**src/rtl/tlam_pkg.sv**
```systemverilog
// shared types, constants and functions for the two-lap accumulate map orbit stepper
// holds the elaboration-time matrix build; no dependencies
package tlam_pkg;

    localparam int unsigned STATE_W    = 64;
    localparam int unsigned WEIGHT_W   = 22;
    localparam int unsigned NODE_W     = 16;
    localparam int unsigned NIBBLE_W   = 4;
    localparam int unsigned NIBBLES    = STATE_W / NIBBLE_W;
    localparam int unsigned TARGET_W   = 2;
    localparam int unsigned POP_W      = 7;
    localparam int unsigned CFG_IDX_W  = 2;
    localparam int unsigned CFG_DATA_W = WEIGHT_W;

    localparam logic [STATE_W-1:0] GEN_POLY    = 64'hF4845518B9582A1F;
    localparam logic [NODE_W-1:0]  ORBIT_NODES = 16'd32772;
    localparam logic [NODE_W-1:0]  ORBIT_LAST  = ORBIT_NODES - 16'd1;
    localparam logic [NODE_W-1:0]  NODE_MAX    = '1;

    // request codes
    localparam logic REQ_LOAD = 1'b0;
    localparam logic REQ_STEP = 1'b1;

    // register indexes
    typedef enum logic [CFG_IDX_W-1:0] {
        CFG_FIRST_VALUE  = 2'd0,
        CFG_SECOND_VALUE = 2'd1,
        CFG_TARGET_FIRST = 2'd2,
        CFG_WEIGHT_THR   = 2'd3
    } t_cfg_idx;

    localparam logic [NIBBLE_W-1:0] FIRST_VALUE_RST  = 4'd10;
    localparam logic [NIBBLE_W-1:0] SECOND_VALUE_RST = 4'd13;
    localparam logic [TARGET_W-1:0] TARGET_FIRST_RST = 2'd3;
    localparam logic [WEIGHT_W-1:0] WEIGHT_THR_RST   = 22'd188766;
    localparam logic [TARGET_W-1:0] TARGET_TOTAL     = 2'd3;

    typedef struct packed {
        logic [NIBBLE_W-1:0] first_value;
        logic [NIBBLE_W-1:0] second_value;
        logic [TARGET_W-1:0] target_first_count;
        logic [WEIGHT_W-1:0] weight_threshold;
    } t_cfg;

    // one lap step result for both laps
    typedef struct packed {
        logic [STATE_W-1:0] first_state;
        logic [STATE_W-1:0] second_state;
        logic [POP_W-1:0]   first_pop;
        logic [POP_W-1:0]   second_pop;
    } t_lap_res;

    // matrix stored as rows: row j holds bit j of every column
    typedef logic [STATE_W-1:0][STATE_W-1:0] t_mat;

    function automatic logic [STATE_W-1:0] clmul_lo(
        input logic [STATE_W-1:0] a,
        input logic [STATE_W-1:0] b
    );
        logic [STATE_W-1:0] r;
        r = '0;
        for (int i = 0; i < STATE_W; i++) begin
            if (b[i]) begin
                r = r ^ (a << i);
            end
        end
        return r;
    endfunction

    // high word of the systematic encoding of a message
    function automatic logic [STATE_W-1:0] high_word(input logic [STATE_W-1:0] msg);
        logic [STATE_W-1:0] h;
        logic [STATE_W-1:0] part;
        h = '0;
        for (int i = 0; i < STATE_W; i++) begin
            if (msg[i]) begin
                part = (i == 0) ? '0 : (GEN_POLY >> (STATE_W - i));
                h = h ^ (part | {1'b1, {(STATE_W-1){1'b0}}});
            end
        end
        return h;
    endfunction

    function automatic t_mat build_rows();
        logic [STATE_W-1:0] inv;
        logic [STATE_W-1:0] col;
        logic [STATE_W-1:0] prod;
        t_mat rows;
        inv = {{(STATE_W-1){1'b0}}, 1'b1};
        rows = '0;
        // inverse of the generator modulo x^64
        for (int i = 1; i < STATE_W; i++) begin
            prod = clmul_lo(GEN_POLY, inv);
            if (prod[i]) begin
                inv[i] = 1'b1;
            end
        end
        for (int c = 0; c < STATE_W; c++) begin
            col = high_word(clmul_lo({{(STATE_W-1){1'b0}}, 1'b1} << c, inv));
            for (int j = 0; j < STATE_W; j++) begin
                rows[j][c] = col[j];
            end
        end
        return rows;
    endfunction

    localparam t_mat MAT_ROWS = build_rows();

    function automatic logic [STATE_W-1:0] prefix_xor(input logic [STATE_W-1:0] v);
        logic [STATE_W-1:0] r;
        r = v;
        r = r ^ (r << 1);
        r = r ^ (r << 2);
        r = r ^ (r << 4);
        r = r ^ (r << 8);
        r = r ^ (r << 16);
        r = r ^ (r << 32);
        return r;
    endfunction

    function automatic logic [STATE_W-1:0] mat_apply(input logic [STATE_W-1:0] v);
        logic [STATE_W-1:0] r;
        for (int j = 0; j < STATE_W; j++) begin
            r[j] = ^(v & MAT_ROWS[j]);
        end
        return r;
    endfunction

    // adder tree, six levels
    function automatic logic [POP_W-1:0] popcount64(input logic [STATE_W-1:0] v);
        logic [POP_W-1:0] s [STATE_W];
        for (int k = 0; k < STATE_W; k++) begin
            s[k] = {{(POP_W-1){1'b0}}, v[k]};
        end
        for (int w = 1; w < STATE_W; w = w * 2) begin
            for (int k = 0; k < STATE_W; k = k + 2 * w) begin
                s[k] = s[k] + s[k + w];
            end
        end
        return s[0];
    endfunction

    // adder tree, four levels
    function automatic logic [4:0] popcount16(input logic [NIBBLES-1:0] v);
        logic [4:0] s [NIBBLES];
        for (int k = 0; k < NIBBLES; k++) begin
            s[k] = {4'b0, v[k]};
        end
        for (int w = 1; w < NIBBLES; w = w * 2) begin
            for (int k = 0; k < NIBBLES; k = k + 2 * w) begin
                s[k] = s[k] + s[k + w];
            end
        end
        return s[0];
    endfunction

endpackage

```
**src/rtl/tlam_match.sv**
```systemverilog
// nibble value count check on the first lap state
// depends on tlam_pkg
module tlam_match (
    input  logic [tlam_pkg::STATE_W-1:0] i_state,
    input  tlam_pkg::t_cfg               i_cfg,
    output logic                         o_match
);

    logic [tlam_pkg::NIBBLES-1:0] eq_first;
    logic [tlam_pkg::NIBBLES-1:0] eq_second;
    logic [tlam_pkg::NIBBLES-1:0] stray;
    logic [4:0]                   cnt_first;
    logic [4:0]                   cnt_second;
    logic [tlam_pkg::TARGET_W-1:0] target_second;

    always_comb begin
        for (int k = 0; k < tlam_pkg::NIBBLES; k++) begin
            eq_first[k]  = i_state[k*tlam_pkg::NIBBLE_W +: tlam_pkg::NIBBLE_W]
                           == i_cfg.first_value;
            eq_second[k] = i_state[k*tlam_pkg::NIBBLE_W +: tlam_pkg::NIBBLE_W]
                           == i_cfg.second_value;
            // nonzero nibble that is neither value
            stray[k]     = (|i_state[k*tlam_pkg::NIBBLE_W +: tlam_pkg::NIBBLE_W])
                           && !eq_first[k] && !eq_second[k];
        end
    end

    assign cnt_first     = tlam_pkg::popcount16(eq_first);
    assign cnt_second    = tlam_pkg::popcount16(eq_second);
    assign target_second = tlam_pkg::TARGET_TOTAL - i_cfg.target_first_count;

    assign o_match = !(|stray)
                     && (cnt_first  == {3'b0, i_cfg.target_first_count})
                     && (cnt_second == {3'b0, target_second});

endmodule

```
**config.mk**
```make
export PLATFORM = sky130hd
export DESIGN_NAME = tlam_match
export DESIGN_NICKNAME = d
export VERILOG_FILES = /design/src/rtl/tlam_pkg.sv /design/src/rtl/tlam_match.sv
export SDC_FILE = /design/constraint.sdc
export NUM_CORES = 1
export LEC_CHECK = 0
export ABC_CLOCK_PERIOD_IN_PS = 7900
export BUFFER_PORTS_ARGS = -buffer_cell sky130_fd_sc_hd__buf_2
export CAP_MARGIN = 30
export CORE_AREA = 2 2 71 73
export DETAILED_ROUTE_END_ITERATION = 10
export DIE_AREA = 0 0 73 75
export PLACE_DENSITY = 0.83
export REMOVE_ABC_BUFFERS = 1
export SYNTH_ARGS = -nofsm -noshare
export SYNTH_HDL_FRONTEND = slang
export SYNTH_SLANG_ARGS = --single-unit
```
**constraint.sdc**
```tcl
create_clock -name vclk -period 7.9
set_input_delay 1.185 -clock vclk [all_inputs]
set_output_delay 1.185 -clock vclk [all_outputs]
set_load 0.005 [all_outputs]
```
==> out/metrics.yaml, run 1 <==
synthTopCellsByCount: "xnor2_1, nand4_1, xor2_1, inv_1, fa_1"
outcome: "finished, final reports clean"
die_h_um: 75
cts-hold-fix-buffers: 0
std_cell_rows: 25
gp_congestion: 0.9104
design_area_um2: 2788
postPlaceCellArea_um2: 2788
grt_pass1_wl_um: 10420
yosys.area.top_type_share: 0.3832
hold_path_startpoint: "i_cfg[23]"
maxSlewHeadroom: 0.6694
fin_cells: 398
synth_top_cell_by_area: "xnor2_1"
grt.busiest_layer: "met2"
clock.fmax_ghz: 0.1367
hold_ws_ps: 2876
core-area_um2: 4661
power_density_nw_per_um2: 75.07
ant_nets: 0
drtIter0Drc: 68
critPathRequiredTime_ps: 6710
nFillCells: 416
die_w_um: 73
slew_viol_final: 0
dp_cells: 398
synth_area_leaders: "xnor2_1, fa_1, xor2_1, nand4_1, ha_1"
start_util: 0.5101
vias: 2264
rsz0062_at_grt: "no"
p_total_mw: 0.2093
multi_input_area_um2: 2206
grt_pass1_vias: 2342
critPathMaxFanout: 12
firstDrtPassIters: 4
worst_slew_pin_slew_ps: 491.3
totalWireLength_um: 6398
cp.arrival_ps: 6130
period_share: 0.9259
peakVddDrop_v: 0.00004224
yosysUniqueCellTypes: 28
yosys_warnings: 0
setup_tns_ps: 0
setup.worst_path.start_class: "primary input"
final-seq-area_um2: 0
routed_via_density: 5.688
ys_seq_area_frac: 0
hold_class: "in -> out"
crit_start: "i_cfg[29]"
grt_max_degree: 13
diodes: 0
clock_buffers: 0
drive_gt1_frac: 0.2500
use_met2: 0.4575
drc: 0
use_met3: 0.002677
syn_avg_cell_area_um2: 8.582
drv_cap: 0
post-route-util: 0.5981
seq_cells: 0
setup_violations: 0
nNetsFinal: 472
grt_usage: 0.2390
antenna_found_initial: 0
leakage_nw: 1.116
dp_hpwl_um: 5468
grt_overflow: 0
syn-cell-area_um2: 2377
crit_type: "in -> out"
worst_slack_ps: 585.5
cts_resized: 0
wire_per_inst_um: 16.08
port_buffers: 75
hold_violations: 0
syn_inst: 277
place_ws_ps: 627.0
die_area_um2: 5475
area_growth_pct: 17.26
synth_most_common_cell: "xnor2_1"
boundaryPins: 97
cts_setup_buffers: 0
use_met1: 0.3061
period_needed_ps: 7314
cp-end-kind: "output pin"
## report_power, final
group	leakage, nW	switching (mW)	total (mW)	internal, mW
logic	1.12	0.112	0.209	0.0970
clock network	0	0	0	0
registers	0	0	0	0
total	1.12	0.112	0.209	0.0970
## path summary, 6_finish.rpt
path,end,slack (ps),cells past startpoint
min,o_match,2880,6
max,o_match,590,16
## kinds of logic (layout without fill, tap and decap cells)
| kind of cell | Yosys count | in the layout | share of synthesized area |
|---|---|---|---|
| buffers and inverters | 37 | 104 | 0.07211 |
| multiplexers | 1 | 1 | 0.004211 |
| AO/OA/AOI/OAI | 13 | 13 | 0.04579 |
| XOR/XNOR | 128 | 128 | 0.4716 |
| adder cells (fa/ha/maj) | 30 | 30 | 0.2211 |
| AND/OR/NAND/NOR | 68 | 68 | 0.1853 |
## layout make-up
cell class / instances / area share
Tap cell: 54 / 0.02424
Multi-Input combinational cell: 240 / 0.7913
Timing Repair Buffer: 83 / 0.1562
Inverter: 21 / 0.02828
## worst max-delay path, stage by stage
cell      delay (ps)
buf_2            340
xor2_1           120
nor4_1           450
fa_1             500
inv_1             90
fa_1             440
fa_1             540
fa_1             550
inv_1             50
ha_1             220
fa_1             410
or2_2            320
a221oi_2         260
nand4_1          130
nor4_2           350
buf_2            170
## layer usage
metal  up-vias  wire, um
met5         -         0
met4         0        84
met3         6       274
met2        69      3326
met1      1091      2712
li1       1098         -
## cell usage in the layout, fill, tap and decap left out, drive strengths merged
cell    synthesis  final
a211oi          1      1
a21oi           2      2
a221oi          1      1
a32oi           2      2
a41oi           2      2
and3b           1      1
buf            16     83
fa             20     20
ha             10     10
inv            21     21
mux2i           1      1
nand2b          1      1
nand3           9      9
nand3b          1      1
nand4          29     29
nor3b           1      1
nor4           11     11
o211ai          1      1
o21ai           1      1
o41a            1      1
o41ai           2      2
or2             1      1
or3             2      2
or4            12     12
xnor2         104    104
xor2           24     24
Power figures use the tool's default switching activity.
==> inputs of run 2 (changes only) <==
ABC_CLOCK_PERIOD_IN_PS = 6750   (was 7900)
clock period = 6.75 ns   (was 7.9 ns; I/O delays follow)
==> out/metrics.yaml, run 2 (same netlist as run 1, synthesis figures left out) <==
setup_tns_ps: -10.06  # -10.06 ps
diodes: 0  # unchanged
clock.fmax_ghz: 0.1479
seq_cells: 0  # unchanged
setup.worst_path.start_class: "primary input"
gp_congestion: 0.9243  # +1.5%
slew_viol_final: 0  # unchanged
nNetsFinal: 500  # +5.9%
die_h_um: 75  # unchanged
area_growth_pct: 34.95
hold_class: "in -> out"
antenna_found_initial: 0  # unchanged
firstDrtPassIters: 4  # unchanged
final_cell_mix: "xnor2_1, buf_2, buf_4, nand4_1, xor2_1"
hold_ws_ps: 2556  # -319.4 ps
grt_max_degree: 13  # unchanged
outcome: "complete, but fails checks"
fin_cells: 426  # +7.0%
final-seq-area_um2: 0  # unchanged
sw_frac_of_total: 0.5063  # -0.03004
crit_type: "in -> out"
routed_via_density: 5.800  # +2.0%
maxSlewHeadroom: 0.7262  # +0.05679
post-route-util: 0.6883  # +0.09020
final_common_cell: "xnor2_1"
hold_path_startpoint: "i_cfg[23]"
core-area_um2: 4661  # unchanged
grt_pass1_wl_um: 10840  # +4.0%
drv_cap: 0  # unchanged
critPathRequiredTime_ps: 5740  # -970 ps
wire_per_inst_um: 17.07  # +6.2%
vias: 2471  # +9.1%
die_area_um2: 5475  # unchanged
setup_violations: 1  # +1
leakage_nw: 1.356  # +21%
clock_buffers: 0  # unchanged
start_util: 0.5101  # unchanged
totalWireLength_um: 7271  # +14%
cp-end-kind: "output pin"
internal_power_mw: 0.1421  # +46%
critPathMaxFanout: 7  # -5
ant_nets: 0  # unchanged
power_density_nw_per_um2: 89.75  # +20%
boundaryPins: 97  # unchanged
grt_pass1_vias: 2445  # +4.4%
grt_usage: 0.2487  # +0.009644
drc: 0  # unchanged
dp_cells: 416  # +4.5%
min_path_cells: 6  # unchanged
die_w_um: 73  # unchanged
rsz0062_at_grt: "yes"
p_seq_frac: 0  # unchanged
drtIter0Drc: 133  # +96%
grt_overflow: 0  # unchanged
p_total_mw: 0.2879  # +38%
dp_hpwl_um: 5721  # +4.6%
peakVddDrop_v: 0.00004636  # +9.8%
hold_end: "o_match"
hold_violations: 0  # unchanged
std_cell_rows: 25  # unchanged
drive_gt1_frac: 0.3656  # +0.1156
cp.arrival_ps: 5750  # -380 ps
violations: "setup timing"
port_buffers: 75  # unchanged
worst_slew_pin_slew_ps: 406.9  # -84.41 ps
period_share: 1.001
worst_slack_ps: -10.06  # -595.6 ps
p_sw_mw: 0.1458  # +30%
comb_power_share: 1.000  # about the same
power_frac_clock: 0  # unchanged
period_needed_ps: 6760
==> run 2: area by class of cell <==
type                       instances  area (um^2)
multi-input combinational        240         2338
inverter                          21        78.83
fill                             351         1453
timing repair buffer             111        723.2
tap                               54        67.56
==> run 2: how the worst max path moves through the flow <==
stage | startpoint | end | cells past startpoint
finish | i_cfg[30] | o_match | 16
detailed placement | i_cfg[28] | o_match | 17
floorplan | i_cfg[30] | o_match | 14
global route | i_cfg[29] | o_match | 16
global placement | i_cfg[30] | o_match | 16
CTS | i_cfg[26] | o_match | 18
==> run 2: power by group through the flow <==
stage | Combinational (mW) | Clock, mW | Sequential, mW
global placement | 0.244 | 0 | 0
finish | 0.288 | 0 | 0
global route | 0.316 | 0 | 0
detailed placement | 0.257 | 0 | 0
CTS | 0.262 | 0 | 0
floorplan | 0.153 | 0 | 0
==> run 2: critical path: stages <==
cell	delay, ps
buf_2	190
buf_8	180
xnor2_1	130
nand4_1	200
fa_1	610
fa_1	450
fa_1	550
fa_1	560
inv_1	50
ha_2	190
fa_1	470
or3_1	370
a21oi_2	170
nand4_1	130
nor4_2	310
buf_2	160
==> run 2: stage by stage <==
stage | setup slack, ps | cell area, um^2
finish | -10.06 | 3208
global route | -176.4 | 3208
CTS | 5.639 | 2987
detailed placement | -76.76 | 2960
global placement | 21.80 | 2960
floorplan | 582.3 | 2285
==> run 2: timing repair <==
action / 4_1_cts / 5_1_grt
gates resized for setup: 6 / 29
hold buffers: 0 / 0
pin swaps: 6 / 24
setup endpoints to repair: 1 / 1
setup buffers: 1 / 9
==> run 2: metal layers <==
metal | up-vias | GRT usage | part of all wire
met1 | 1187 | 0.3128 | 0.39
li1 | 1156 | - | -
met5 | - | 0 | 0
met4 | 0 | 0.06584 | 0.029
met3 | 20 | 0.01071 | 0.066
met2 | 108 | 0.4645 | 0.52
==> inputs of run 3 (changes only) <==
GPL_TIMING_DRIVEN = 0   (was not set)
==> out/metrics.yaml, run 3 (same netlist as run 1, synthesis figures left out) <==
hold_violations: 0  # unchanged
grt_usage: 0.2381  # -0.01056
grt_pass1_vias: 2389  # -2.3%
nFillCells: 407  # +16%
drtIter0Drc: 64  # -52%
crit_top_cell: "fa_1"
maxSlewHeadroom: 0.6968  # -0.02940
nNetsFinal: 467  # -6.6%
power_density_nw_per_um2: 89.82  # about the same
design_area_um2: 2964  # -7.6%
clock.fmax_ghz: 0.1517  # +2.5%
final_cell_mix: "xnor2_1, buf_2, nand4_1, xor2_1, inv_1"
cp-end-kind: "output pin"
cp.arrival_ps: 5580  # -170 ps
die_h_um: 75  # unchanged
routed_via_density: 5.733  # -1.2%
final_common_cell: "xnor2_1"
fin_cells: 393  # -7.7%
postPlaceCellArea_um2: 2728  # -7.9%
outcome: "finished, final reports clean"
core-area_um2: 4661  # unchanged
setup.worst_path.start_class: "primary input"
std_cell_rows: 25  # unchanged
port_buffers: 75  # unchanged
boundaryPins: 97  # unchanged
critPathRequiredTime_ps: 5740  # about the same
drv_cap: 0  # unchanged
drive_gt1_frac: 0.2950  # -0.07061
totalWireLength_um: 6543  # -10%
cp_slowest_cell: "fa_1"
cp.buffers_inverters: 4  # unchanged
post-route-util: 0.6360  # -0.05235
worst_slew_pin_slew_ps: 450.6  # +43.70 ps
grt_pass1_wl_um: 10450  # -3.6%
setup_violations: 0  # -1
critPathMaxFanout: 16  # +9
crit_family: "adder cells"
leakage_nw: 1.171  # -14%
die_area_um2: 5475  # unchanged
dp_hpwl_um: 5088  # -11%
clock_buffers: 0  # unchanged
firstDrtPassIters: 4  # unchanged
die_w_um: 73  # unchanged
cp_cell_sequence: "buf_6 > xor2_1 > nor4_2 > fa_1 > inv_2 > fa_1 > fa_1 > fa_1 > inv_1 > ha_2 > fa_2 > or3_4 > a21oi_2 > nand4_1 > nor4_2 > buf_2"
grt_overflow: 0  # unchanged
wl_met3_um: 247  # -48%
drc: 0  # unchanged
start_util: 0.5101  # unchanged
top_layer: "met4"
slowest_delay_ps: 580  # -30 ps
grt_max_degree: 17  # +4
crit_type: "in -> out"
slew_viol_final: 0  # unchanged
hold_class: "in -> out"
gp_congestion: 0.9183  # -0.65%
period_needed_ps: 6594  # -166.3 ps
peakVddDrop_v: 0.00005626  # +21%
seq_cells: 0  # unchanged
wire_per_inst_um: 16.65  # -2.5%
antenna_found_initial: 0  # unchanged
cts-hold-fix-buffers: 0  # unchanged
area_growth_pct: 24.68
dp_cells: 390  # -6.3%
diodes: 0  # unchanged
met1_length_um: 2762  # -1.9%
wl_met2_um: 3447  # -8.4%
final-seq-area_um2: 0  # unchanged
ant_nets: 0  # unchanged
period_share: 0.9769  # -0.02463
vias: 2253  # -8.8%
multi_input_area_um2: 2322  # -0.70%
run 3: changes by cell type in the layout (fill, tap and decap cells not counted), sizes merged:
cell | before | now
buf | 111 | 78
run 3: final timing paths:
kind / from / end / slack (ps) / depth (start not counted)
worst max-delay path: i_cfg[30] / o_match / 160 / 16
worst min-delay path: i_cfg[23] / o_match / 2560 / 6
run 3: report_power, final:
part | total [mW] | switching, mW | internal [mW]
clock network | 0 | 0 | 0
logic | 0.266 | 0.139 | 0.127
registers | 0 | 0 | 0
total | 0.266 | 0.139 | 0.127
run 3: final cells by class:
cell class         count  area share
well taps             54     0.02279
repair buffers        78      0.1672
multi-input cells    240      0.7835
inverters             21     0.02659
run 3: repair_timing:
action,4_1_cts,5_1_grt
gates resized for setup,15,33
pin swaps,6,16
buffers inserted,0,3
setup endpoints to repair,1,1
run 3: per-layer routing:
metal / global-route usage / vias up
li1: - / 1089
met1: 0.2960 / 1083
met2: 0.4565 / 68
met3: 0.008032 / 13
met4: 0.05144 / 0
met5: 0 / -
run 3: through the flow:
step | TNS (ps) | total power [mW] | hold WS [ps] | setup slack (ps)
after floorplan | 0 | 0.1531 | 2265 | 582.3
after detailed placement | -344.5 | 0.2381 | 2564 | -344.5
final | 0 | 0.2662 | 2564 | 156.2
after global placement | -232.3 | 0.2263 | 2519 | -232.3
after global routing | -1.187 | 0.2950 | 2584 | -1.187
after CTS | 0 | 0.2432 | 2550 | 6.747
